[config.mk]
export PLATFORM = sky130hd
export DESIGN_NAME = accel_step_counter_top_flat
export DESIGN_NICKNAME = d
export VERILOG_FILES = /design/src/rtl/core/asc_pkg.sv /design/src/rtl/core/asc_if.sv /design/src/rtl/core/accel_step_counter_top.sv /design/src/rtl/core/asc_divider.sv /design/src/rtl/core/asc_datapath.sv /design/src/rtl/core/asc_ctrl.sv /design/src/flat_wrapper.sv
export VERILOG_INCLUDE_DIRS = /design/src /design/src/rtl/core
export SDC_FILE = /design/constraint.sdc
export NUM_CORES = 1
export LEC_CHECK = 0
export ABC_AREA = 0
export ABC_CLOCK_PERIOD_IN_PS = 11450
export CORE_AREA = 2 2 282 284
export CTS_BUF_LIST = sky130_fd_sc_hd__clkbuf_4
export CTS_CLUSTER_SIZE = 40
export DETAILED_ROUTE_END_ITERATION = 8
export DIE_AREA = 0 0 284 286
export DONT_BUFFER_PORTS = 1
export PLACE_DENSITY = 0.55
export RECOVER_POWER = 50
export SYNTH_ARGS = -nofsm -noshare
export SYNTH_HDL_FRONTEND = slang
export SYNTH_SLANG_ARGS = --single-unit
[constraint.sdc]
create_clock -name clk_i -period 11.45 [get_ports clk_i]
set_input_delay 1.7175 -clock clk_i [delete_from_list [all_inputs] [get_ports clk_i]]
set_output_delay 1.7175 -clock clk_i [all_outputs]
set_load 0.05 [all_outputs]
[src/rtl/core/assert_macros.svh]
// assertion helpers for the step counter
`ifndef ASSERT_MACROS_SVH
`define ASSERT_MACROS_SVH
// property checked at every clock edge outside reset
`define ASSERT_CLK(label, clk, rst_n, prop, msg) \
  label: assert property (@(posedge clk) disable iff (!rst_n) (prop)) else $error(msg);
// property checked at every clock edge, also during reset
`define ASSERT_ALWAYS(label, clk, prop, msg) \
  label: assert property (@(posedge clk) (prop)) else $error(msg);
`endif

[src/rtl/core/asc_pkg.sv]
// ----------------------------------------------------------------------------
// asc_pkg
// types, constants and codes shared by the step counter files
// ----------------------------------------------------------------------------
package asc_pkg;
  localparam int unsigned NewtonIterationsDef = 16;
  localparam int unsigned AxisW  = 10;
  localparam int unsigned MagW   = 11;
  localparam int unsigned SumW   = 22;
  localparam int unsigned CountW = 32;
  localparam int unsigned CfgIdxW  = 2;
  localparam int unsigned CfgDataW = 10;

  localparam logic [CfgIdxW-1:0] CfgWeight    = 2'd0;
  localparam logic [CfgIdxW-1:0] CfgDwell     = 2'd1;
  localparam logic [CfgIdxW-1:0] CfgOvershoot = 2'd2;

  localparam logic [9:0] WeightReset    = 10'd128;
  localparam logic [7:0] DwellReset     = 8'd5;
  localparam logic [9:0] OvershootReset = 10'd25;
  localparam logic [10:0] ValleyReset   = 11'd1024;

  typedef enum logic [1:0] {
    PhSeekMax   = 2'd0,
    PhSeekDown  = 2'd1,
    PhSeekMin   = 2'd2,
    PhSeekUp    = 2'd3
  } phase_e;

  typedef enum logic [2:0] {
    StIdle, StSquare, StDivStart, StDivWait, StUpdate, StOut
  } ctrl_state_e;

  typedef struct packed {
    logic load;       // capture sample
    logic square;     // form sum of squares and seed
    logic div_start;  // start one newton division
    logic div_step;   // finish newton step
    logic update;     // moving average and phase machine
  } dp_cmd_t;

  typedef struct packed {
    logic div_done;
    logic est_zero;
  } dp_stat_t;
endpackage

[src/rtl/core/asc_if.sv]
// ----------------------------------------------------------------------------
// asc_sample_if / asc_result_if
// valid/ready channels for samples and results
// ----------------------------------------------------------------------------
interface asc_sample_if;
  logic valid;
  logic ready;
  logic [9:0] accel_x;
  logic [9:0] accel_y;
  logic [9:0] accel_z;
  modport source (output valid, accel_x, accel_y, accel_z, input ready);
  modport sink   (input valid, accel_x, accel_y, accel_z, output ready);
endinterface

interface asc_result_if;
  logic valid;
  logic ready;
  logic [10:0] magnitude;
  logic [10:0] average;
  logic [31:0] step_count;
  logic [1:0]  phase;
  logic        step_pulse;
  modport source (output valid, magnitude, average, step_count, phase, step_pulse,
                  input ready);
  modport sink   (input valid, magnitude, average, step_count, phase, step_pulse,
                  output ready);
endinterface

[src/rtl/core/accel_step_counter_top.sv]
// ----------------------------------------------------------------------------
// accel_step_counter_top
// peak/valley pedometer on three-axis accelerometer samples
// ----------------------------------------------------------------------------
// One sample at a time: a sample beat is taken in idle, the three squares
// are summed, then each of NewtonIterations newton steps divides the sum
// by the estimate in the shared restoring divider, the average and phase
// update follow and the result beat is shown until taken. The next sample
// beat is taken only once the result beat is taken. A zero estimate ends
// the loop after the first step.
module accel_step_counter_top #(
  parameter int unsigned NewtonIterations = asc_pkg::NewtonIterationsDef
) (
  input  logic        clk_i,
  input  logic        rst_ni,
  asc_sample_if.sink  in_if,
  asc_result_if.source out_if,
  input  logic        cfg_we_i,
  input  logic [asc_pkg::CfgIdxW-1:0]  cfg_idx_i,
  input  logic [asc_pkg::CfgDataW-1:0] cfg_data_i
);
  import asc_pkg::*;
`include "assert_macros.svh"

  dp_cmd_t  cmd;
  dp_stat_t stat;

  // sequencer
  asc_ctrl #(.NewtonIterations(NewtonIterations)) u_ctrl (
    .clk_i, .rst_ni,
    .in_valid_i  (in_if.valid),
    .in_ready_o  (in_if.ready),
    .out_valid_o (out_if.valid),
    .out_ready_i (out_if.ready),
    .cmd_o       (cmd),
    .stat_i      (stat)
  );

  // arithmetic and step state
  asc_datapath u_dp (
    .clk_i, .rst_ni,
    .cmd_i        (cmd),
    .stat_o       (stat),
    .accel_x_i    (in_if.accel_x),
    .accel_y_i    (in_if.accel_y),
    .accel_z_i    (in_if.accel_z),
    .cfg_we_i, .cfg_idx_i, .cfg_data_i,
    .magnitude_o  (out_if.magnitude),
    .average_o    (out_if.average),
    .step_count_o (out_if.step_count),
    .phase_o      (out_if.phase),
    .step_pulse_o (out_if.step_pulse)
  );

  // a sample beat is never taken while a result waits
  `ASSERT_CLK(a_no_overlap, clk_i, rst_ni, !(in_if.ready && out_if.valid), "ready with result")
  // the update command is always followed by a result beat
  `ASSERT_CLK(a_upd_then_out, clk_i, rst_ni, cmd.update |=> out_if.valid, "no result after update")
  // a step pulse comes with a changed count
  `ASSERT_CLK(a_pulse_count, clk_i, rst_ni, ($rose(out_if.valid) && out_if.step_pulse) |-> (out_if.step_count != $past(out_if.step_count)), "pulse without count")
endmodule

[src/rtl/core/asc_divider.sv]
// ----------------------------------------------------------------------------
// asc_divider
// restoring divider, one quotient bit per cycle
// ----------------------------------------------------------------------------
module asc_divider (
  input  logic        clk_i,
  input  logic        rst_ni,
  input  logic        start_i,
  input  logic [21:0] dividend_i,
  input  logic [22:0] divisor_i,
  output logic [21:0] quotient_o,
  output logic        done_o
);
  import asc_pkg::*;
  localparam int unsigned NW = 22;
  localparam int unsigned VW = 23;

  logic [NW-1:0] quo_q, quo_d;
  logic [VW-1:0] rem_q, rem_d;
  logic [VW-1:0] dvs_q, dvs_d;
  logic [4:0]    cnt_q, cnt_d;
  logic          busy_q, busy_d, done_q, done_d;
  logic [VW:0]   trial;

  always_comb begin
    quo_d = quo_q; rem_d = rem_q; dvs_d = dvs_q; cnt_d = cnt_q;
    busy_d = busy_q; done_d = 1'b0;
    trial = '0;
    if (start_i) begin
      quo_d = dividend_i; rem_d = '0; dvs_d = divisor_i;
      cnt_d = 5'(NW); busy_d = 1'b1;
    end else if (busy_q) begin
      trial = {rem_q, quo_q[NW-1]} - {1'b0, dvs_q};
      if (!trial[VW]) begin
        rem_d = trial[VW-1:0];
        quo_d = {quo_q[NW-2:0], 1'b1};
      end else begin
        rem_d = {rem_q[VW-2:0], quo_q[NW-1]};
        quo_d = {quo_q[NW-2:0], 1'b0};
      end
      cnt_d = cnt_q - 5'd1;
      if (cnt_q == 5'd1) begin
        busy_d = 1'b0; done_d = 1'b1;
      end
    end
  end

  always_ff @(posedge clk_i or negedge rst_ni) begin
    if (!rst_ni) begin
      busy_q <= 1'b0; done_q <= 1'b0; cnt_q <= '0;
    end else begin
      busy_q <= busy_d; done_q <= done_d; cnt_q <= cnt_d;
    end
  end

  always_ff @(posedge clk_i) begin
    quo_q <= quo_d; rem_q <= rem_d; dvs_q <= dvs_d;
  end

  assign quotient_o = quo_q;
  assign done_o     = done_q;
endmodule

[src/rtl/core/asc_datapath.sv]
// ----------------------------------------------------------------------------
// asc_datapath
// sum of squares, newton root, moving average and phase machine
// ----------------------------------------------------------------------------
module asc_datapath (
  input  logic              clk_i,
  input  logic              rst_ni,
  input  asc_pkg::dp_cmd_t  cmd_i,
  output asc_pkg::dp_stat_t stat_o,
  input  logic [9:0]        accel_x_i,
  input  logic [9:0]        accel_y_i,
  input  logic [9:0]        accel_z_i,
  input  logic              cfg_we_i,
  input  logic [1:0]        cfg_idx_i,
  input  logic [9:0]        cfg_data_i,
  output logic [10:0]       magnitude_o,
  output logic [10:0]       average_o,
  output logic [31:0]       step_count_o,
  output logic [1:0]        phase_o,
  output logic              step_pulse_o
);
  import asc_pkg::*;

  logic [9:0]  ax_q, ay_q, az_q;
  logic [1:0]  sq_sel_q;
  logic [SumW-1:0] s_q;
  logic [22:0] t_q;          // estimate, seeded with s/16+1
  logic [19:0] sqr;
  logic [9:0]  sq_op;
  logic [21:0] quo;
  logic        div_done;

  logic [9:0]  weight_q;
  logic [7:0]  dwell_tgt_q;
  logic [9:0]  over_q;

  logic        seeded_q;
  logic [10:0] avg_q, peak_q, valley_q, mag_q;
  logic [7:0]  dwell_q;
  phase_e      phase_q;
  logic [31:0] steps_q;
  logic        pulse_q;

  // config registers
  always_ff @(posedge clk_i or negedge rst_ni) begin
    if (!rst_ni) begin
      weight_q <= WeightReset; dwell_tgt_q <= DwellReset; over_q <= OvershootReset;
    end else if (cfg_we_i) begin
      unique case (cfg_idx_i)
        CfgWeight:    weight_q    <= cfg_data_i;
        CfgDwell:     dwell_tgt_q <= cfg_data_i[7:0];
        CfgOvershoot: over_q      <= cfg_data_i;
        default: ;
      endcase
    end
  end

  // squares one axis a cycle under the square command, x then y then z
  always_comb begin
    case (sq_sel_q)
      2'd0:    sq_op = ax_q;
      2'd1:    sq_op = ay_q;
      default: sq_op = az_q;
    endcase
  end
  assign sqr = sq_op * sq_op;

  // (t*t+s)/t floored is t + s/t, so only the sum is divided by t
  asc_divider u_div (
    .clk_i, .rst_ni,
    .start_i    (cmd_i.div_start),
    .dividend_i (s_q),
    .divisor_i  (t_q),
    .quotient_o (quo),
    .done_o     (div_done)
  );

  assign stat_o.div_done = div_done;
  assign stat_o.est_zero = (t_q == '0);

  always_ff @(posedge clk_i) begin
    if (cmd_i.load) begin
      ax_q <= accel_x_i; ay_q <= accel_y_i; az_q <= accel_z_i;
      s_q <= '0; sq_sel_q <= 2'd0;
    end else if (cmd_i.square) begin
      s_q <= s_q + SumW'(sqr);
      sq_sel_q <= sq_sel_q + 2'd1;
      t_q <= 23'((s_q + SumW'(sqr)) >> 4) + 23'd1;
    end else if (cmd_i.div_step) begin
      t_q <= 23'((24'(t_q) + 24'(quo)) >> 1);
    end
  end

  // average and phase machine
  logic [10:0] mag_w, avg_new;
  logic [20:0] prod_a, prod_b;
  logic [21:0] avg_sum;
  logic [11:0] mag_plus, avg_plus;
  logic [7:0]  dwell_inc;

  assign mag_w    = (t_q > 23'd2047) ? 11'd2047 : t_q[10:0];
  assign prod_a   = weight_q * mag_w;
  assign prod_b   = (10'd1023 - weight_q) * avg_q;
  assign avg_sum  = 22'(prod_a) + 22'(prod_b);
  assign avg_new  = avg_sum[20:10];
  assign mag_plus = 12'(mag_w) + 12'(over_q);
  assign avg_plus = 12'(avg_new) + 12'(over_q);
  assign dwell_inc = (dwell_q == 8'd255) ? dwell_q : dwell_q + 8'd1;

  always_ff @(posedge clk_i or negedge rst_ni) begin
    if (!rst_ni) begin
      seeded_q <= 1'b0; avg_q <= '0; phase_q <= PhSeekMax; peak_q <= '0;
      valley_q <= ValleyReset; dwell_q <= '0; steps_q <= '0; pulse_q <= 1'b0;
      mag_q <= '0;
    end else if (cmd_i.update) begin
      mag_q <= mag_w;
      pulse_q <= 1'b0;
      if (!seeded_q) begin
        seeded_q <= 1'b1; avg_q <= mag_w;
      end else begin
        avg_q <= avg_new;
        unique case (phase_q)
          PhSeekMax: begin
            if (mag_w > peak_q) begin
              peak_q <= mag_w; dwell_q <= '0;
            end else begin
              dwell_q <= dwell_inc;
              if (dwell_inc >= dwell_tgt_q) phase_q <= PhSeekDown;
            end
          end
          PhSeekDown: begin
            if (mag_w > peak_q) begin
              peak_q <= mag_w; dwell_q <= '0; phase_q <= PhSeekMax;
            end else if (mag_plus < 12'(avg_new)) begin
              steps_q <= steps_q + 32'd1; pulse_q <= 1'b1;
              valley_q <= ValleyReset; dwell_q <= '0; phase_q <= PhSeekMin;
            end
          end
          PhSeekMin: begin
            if (mag_w < valley_q) begin
              valley_q <= mag_w; dwell_q <= '0;
            end else begin
              dwell_q <= dwell_inc;
              if (dwell_inc >= dwell_tgt_q) phase_q <= PhSeekUp;
            end
          end
          default: begin
            if (mag_w < valley_q) begin
              valley_q <= mag_w; dwell_q <= '0; phase_q <= PhSeekMin;
            end else if (12'(mag_w) > avg_plus) begin
              steps_q <= steps_q + 32'd1; pulse_q <= 1'b1;
              peak_q <= '0; dwell_q <= '0; phase_q <= PhSeekMax;
            end
          end
        endcase
      end
    end
  end

  assign magnitude_o  = mag_q;
  assign average_o    = avg_q;
  assign step_count_o = steps_q;
  assign phase_o      = phase_q;
  assign step_pulse_o = pulse_q;
endmodule

[src/rtl/core/asc_ctrl.sv]
// ----------------------------------------------------------------------------
// asc_ctrl
// sequencer for one sample: squares, newton loop, update, result beat
// ----------------------------------------------------------------------------
module asc_ctrl #(
  parameter int unsigned NewtonIterations = asc_pkg::NewtonIterationsDef
) (
  input  logic              clk_i,
  input  logic              rst_ni,
  input  logic              in_valid_i,
  output logic              in_ready_o,
  output logic              out_valid_o,
  input  logic              out_ready_i,
  output asc_pkg::dp_cmd_t  cmd_o,
  input  asc_pkg::dp_stat_t stat_i
);
  import asc_pkg::*;
  localparam int unsigned ItW = $clog2(NewtonIterations + 1);

  ctrl_state_e state_q, state_d;
  logic [ItW-1:0] it_q, it_d;
  logic [1:0] sq_q, sq_d;

  always_ff @(posedge clk_i or negedge rst_ni) begin
    if (!rst_ni) begin
      state_q <= StIdle; it_q <= '0; sq_q <= '0;
    end else begin
      state_q <= state_d; it_q <= it_d; sq_q <= sq_d;
    end
  end

  always_comb begin
    state_d = state_q; it_d = it_q; sq_d = sq_q;
    cmd_o = '0;
    in_ready_o = 1'b0; out_valid_o = 1'b0;
    unique case (state_q)
      StIdle: begin
        in_ready_o = 1'b1;
        if (in_valid_i) begin
          cmd_o.load = 1'b1; sq_d = '0; state_d = StSquare;
        end
      end
      StSquare: begin
        cmd_o.square = 1'b1;
        sq_d = sq_q + 2'd1;
        if (sq_q == 2'd2) begin
          it_d = '0; state_d = StDivStart;
        end
      end
      StDivStart: begin
        if (stat_i.est_zero || it_q == ItW'(NewtonIterations)) begin
          state_d = StUpdate;
        end else begin
          cmd_o.div_start = 1'b1; state_d = StDivWait;
        end
      end
      StDivWait: begin
        if (stat_i.div_done) begin
          cmd_o.div_step = 1'b1; it_d = it_q + ItW'(1); state_d = StDivStart;
        end
      end
      StUpdate: begin
        cmd_o.update = 1'b1; state_d = StOut;
      end
      StOut: begin
        out_valid_o = 1'b1;
        if (out_ready_i) state_d = StIdle;
      end
      default: state_d = StIdle;
    endcase
  end
endmodule

[src/flat_wrapper.sv]
// flat-port wrapper written by rule: the top's interface ports become plain ports
module accel_step_counter_top_flat import asc_pkg::*;
#(
  parameter int unsigned NewtonIterations = asc_pkg::NewtonIterationsDef
)
  (clk_i, rst_ni, cfg_we_i, cfg_idx_i, cfg_data_i, in_if_valid, in_if_accel_x, in_if_accel_y, in_if_accel_z, in_if_ready, out_if_valid, out_if_magnitude, out_if_average, out_if_step_count, out_if_phase, out_if_step_pulse, out_if_ready);
  asc_sample_if in_if_i ();
  asc_result_if out_if_i ();
  input  logic clk_i;
  input  logic rst_ni;
  input  logic cfg_we_i;
  input  logic [asc_pkg::CfgIdxW-1:0] cfg_idx_i;
  input  logic [asc_pkg::CfgDataW-1:0] cfg_data_i;
  input wire logic [$bits(in_if_i.valid)-1:0] in_if_valid;
  input wire logic [$bits(in_if_i.accel_x)-1:0] in_if_accel_x;
  input wire logic [$bits(in_if_i.accel_y)-1:0] in_if_accel_y;
  input wire logic [$bits(in_if_i.accel_z)-1:0] in_if_accel_z;
  output wire logic [$bits(in_if_i.ready)-1:0] in_if_ready;
  output wire logic [$bits(out_if_i.valid)-1:0] out_if_valid;
  output wire logic [$bits(out_if_i.magnitude)-1:0] out_if_magnitude;
  output wire logic [$bits(out_if_i.average)-1:0] out_if_average;
  output wire logic [$bits(out_if_i.step_count)-1:0] out_if_step_count;
  output wire logic [$bits(out_if_i.phase)-1:0] out_if_phase;
  output wire logic [$bits(out_if_i.step_pulse)-1:0] out_if_step_pulse;
  input wire logic [$bits(out_if_i.ready)-1:0] out_if_ready;
  assign in_if_i.valid = in_if_valid;
  assign in_if_i.accel_x = in_if_accel_x;
  assign in_if_i.accel_y = in_if_accel_y;
  assign in_if_i.accel_z = in_if_accel_z;
  assign in_if_ready = in_if_i.ready;
  assign out_if_valid = out_if_i.valid;
  assign out_if_magnitude = out_if_i.magnitude;
  assign out_if_average = out_if_i.average;
  assign out_if_step_count = out_if_i.step_count;
  assign out_if_phase = out_if_i.phase;
  assign out_if_step_pulse = out_if_i.step_pulse;
  assign out_if_i.ready = out_if_ready;
  accel_step_counter_top #(.NewtonIterations(NewtonIterations)) u_core (.clk_i(clk_i), .rst_ni(rst_ni), .in_if(in_if_i), .out_if(out_if_i), .cfg_we_i(cfg_we_i), .cfg_idx_i(cfg_idx_i), .cfg_data_i(cfg_data_i));
endmodule
==> results.py <==
metrics = {
    "timing": {
        "slew_headroom": -0.540,
        "setup_violations": 0,
        "period_share": 0.945,
        "timing.final.max_slew_violations": 166,
        "finalClockSkew_ps": 67.1,
        "tns_ps": 0,
        "rsz0062_at_grt": "no",
        "hold_viol_final": 0,
        "worst_pin_slew_ps": 2310,
        "min_period_ps": 10820,
        "max_freq_mhz": 92.4,
    },
    "finish": {
        "fin_util": 0.376,
        "fin_nets": 3468,
        "drive_gt1_frac": 0.0886,
        "synthToLayoutAreaGrowth_pct": 8.87,
    },
    "die": {
        "die_area_sq_um": 81200,
        "io_pins": 106,
        "rows": 103,
        "die_y_microns": 286,
        "die_w_microns": 284,
        "core_region_area_sq_um": 78400,
        "start_util": 0.345,
    },
    "worst_setup_path": {
        "cp-end-kind": "flop",
        "slowest_delay_ps": 550,
        "startpoint_type": "flop",
        "r2r-end": "u_core.u_dp.dwell_q[3]$_DFFE_PN0P_",
        "critPathKind": "reg -> reg",
        "r2r_slack_ps": 630,
        "cp_max_fo": 12,
        "startpoint": "u_core.u_dp.t_q[17]$_DFFE_PP_",
        "path_common_cell": "fa_1",
        "worstReg2RegStart": "u_core.u_dp.t_q[17]$_DFFE_PP_",
        "reg2reg_depth": 35,
        "path_delay_family": "adder cells",
        "path_buf_inv": 4,
        "required_ps": 12130,
        "slowest_stage": "fa_1",
        "worstPathArrival_ps": 11500,
    },
    "synthesis": {
        "yosys.cell_count.top_type": "inv_1",
        "yosys_most_used_dff": "dfrtp_1",
        "synth_top_area_cell": "fa_1",
        "syn_nets": 3438,
        "synth_compound_gate_area_share": 0.122,
        "netlist_area_sq_um": 27100,
        "synthMuxAreaShare": 0.0253,
        "ys_async_sr_fraction": 0.478,
        "synth_xor_xnor_area_share": 0.0504,
        "synth-edff-count": 98,
        "syn_avg_cell_area_sq_um": 9.43,
        "synth-adder-area-share": 0.304,
        "synth_top_family_by_area": "adder cells",
        "synth_seq_cells": 278,
        "ys_seq_area_frac": 0.267,
        "synth_cell_types": 91,
        "synthSimpleGateAreaFrac": 0.161,
        "synth_area_leaders": "fa_1 (17%), ha_1 (14%), dfrtp_1 (12%)",
        "ys_warn_count": 0,
        "synth_top_cell_area_share": 0.167,
        "netlist_instances": 2869,
        "synthTopCellsByCount": "inv_1 (402), ha_1 (296), nand2_1 (229), fa_1 (226), nor2_1 (159)",
    },
    "placement": {
        "port_buffers": 0,
        "gp_congestion": 0.841,
        "dpl.hpwl_mm": 51.6,
    },
    "clock_tree": {
        "clk_path_buf_depth": 3,
        "clockRootBuffer": "clkbuf_4",
        "cts.htree.levels": 3,
        "postCtsHoldBufs": 0,
        "cts_tree": "built",
        "cts_sinks": 278,
        "insertion_delay_ps": 850,
        "clkTransAtPathRegs_ps": 60,
        "cts_made_buffers": 83,
    },
    "grt": {
        "grt-ovfl-total": 0,
        "grt_max_degree": 134,
        "grtUsageTotal": 0.169,
        "grt_pass1_wl_mm": 111,
        "grt_pass1_vias": 20000,
        "antenna_found_initial": 5,
    },
    "worst_hold_path": {
        "hold_end": "u_core.u_dp.valley_q[0]$_DFFE_PN0P_",
        "min-delay-start": "u_core.u_dp.valley_q[0]$_DFFE_PN0P_",
        "hold_depth": 2,
        "hp-class": "reg -> reg",
    },
    "routing": {
        "dr.pass1.iters": 5,
        "ant_nets": 0,
        "drtIter0Drc": 952,
        "drc_errors": 0,
        "avgViaCountPerCell": 4.90,
        "wl_mm": 67.4,
        "wl_per_cell_microns": 16.8,
        "dr_total_vias": 19700,
    },
    "run": {
        "drv_cap": 6,
    },
    "run_status": {
        "status": "finished, violations left",
        "violations": "capacitance limit, slew limit",
    },
}
## layer usage
layer	GRT usage	up-vias	share of wire
met5	0	-	0.00015
met2	0.255	378	0.43
met4	0.0417	2	0.020
met1	0.241	9486	0.49
li1	-	9761	-
met3	0.0435	90	0.061
## cells by family after synthesis
group,count (synthesis)
AO/OA/AOI/OAI,500
AND/OR/NAND/NOR,850
other,1
adder cells (fa/ha/maj),522
XOR/XNOR,155
multiplexers,63
buffers and inverters,500
flip-flops,278
## through the flow
stage	setup slack, ps	instances	area (sq um)	hold slack (ps)
final	628	4022	29500	469
after global routing	4.90	4021	29500	477
after CTS	107	4010	29400	472
after detailed placement	189	3856	28300	458
after global placement	448	3856	28300	456
after floorplan	1510	2869	27100	441
## worst reg2reg max path, delay by kind of cell, from the launching register on
kind / cells / cell delay, ps
XOR/XNOR: 2 / 460
AND/OR/NAND/NOR: 7 / 2200
buffers and inverters: 4 / 220
AO/OA/AOI/OAI: 12 / 2910
adder cells (fa/ha/maj): 10 / 4470
flip-flops: 1 / 460
## registers in the layout, indices dropped and copies added (netlist names), 5 cells and up
signal                        count
u_core.u_dp.t_q                  23
u_core.u_dp.dwell_q               8
u_core.u_dp.u_div.cnt_q           5
u_core.u_dp.u_div.quotient_o     22
u_core.u_dp.weight_q             10
u_core.u_dp.s_q                  22
u_core.u_dp.over_q               10
u_core.u_ctrl.it_q                5
u_core.u_dp.magnitude_o          11
u_core.u_dp.u_div.dvs_q          23
u_core.u_dp.valley_q             11
u_core.u_dp.dwell_tgt_q           8
u_core.u_dp.step_count_o         32
u_core.u_dp.u_div.rem_q          23
u_core.u_dp.az_q                 10
u_core.u_dp.ax_q                 10
u_core.u_dp.ay_q                 10
u_core.u_dp.peak_q               11
u_core.u_dp.average_o            11
## cell usage in the layout (no fill, tap or decap), types with 9 or more instances in the layout
cell type and n:
o21ai_0 106, a31oi_1 9, o21a_1 30, o21ai_1 22, mux2_2 30, nor2b_1 93
nor3b_1 11, dfxtp_1 47, clkbuf_4 122, o211ai_1 12, nand2_1 229, nor3_1 52
nor2_1 156, or2_2 14, a21oi_1 128, ha_1 296, nand2b_1 59, o31ai_1 14
clkinv_1 19, or3_1 12, xor2_1 64, mux2i_1 29, and3_1 14, inv_1 399
dfrtp_1 126, buf_4 37, nand4_1 29, and2_1 94, nand3_1 53, edfxtp_1 98
o21bai_1 13, fa_1 226, xnor2_1 90, a22o_1 37, a21o_1 40
## layout make-up
| type | count | area, sq um |
|---|---|---|
| Clock buffer | 122 | 916 |
| Clock inverter | 32 | 155 |
| Sequential cell | 278 | 7220 |
| Antenna cell | 4 | 10.0 |
| Timing Repair Buffer | 42 | 313 |
| Tap cell | 1050 | 1310 |
| Fill cell | 8050 | 48900 |
| Inverter | 403 | 1520 |
| Multi-Input combinational cell | 2091 | 18000 |
## what timing repair did
item | in CTS | in global routing
buffers inserted | 0 | 8
gates resized for setup | 0 | 8
setup endpoints to repair | 0 | 53
## worst max path at each step
stage                     slack [ps]  depth (start not counted)                                       end
after floorplan                 1510                         42  u_core.u_dp.step_count_o[10]$_DFFE_PN0P_
after global placement           450                         41        u_core.u_dp.phase_o[1]$_DFFE_PN0P_
after CTS                        110                         41        u_core.u_dp.phase_o[1]$_DFFE_PN0P_
after detailed placement         190                         41        u_core.u_dp.phase_o[0]$_DFFE_PN0P_
after global routing               5                         38        u_core.u_dp.dwell_q[3]$_DFFE_PN0P_
final                            630                         35        u_core.u_dp.dwell_q[3]$_DFFE_PN0P_
Power is left out: the tool's default activity adds up to more than one toggle a clock period on the data nets, which glitch-free logic cannot reach.
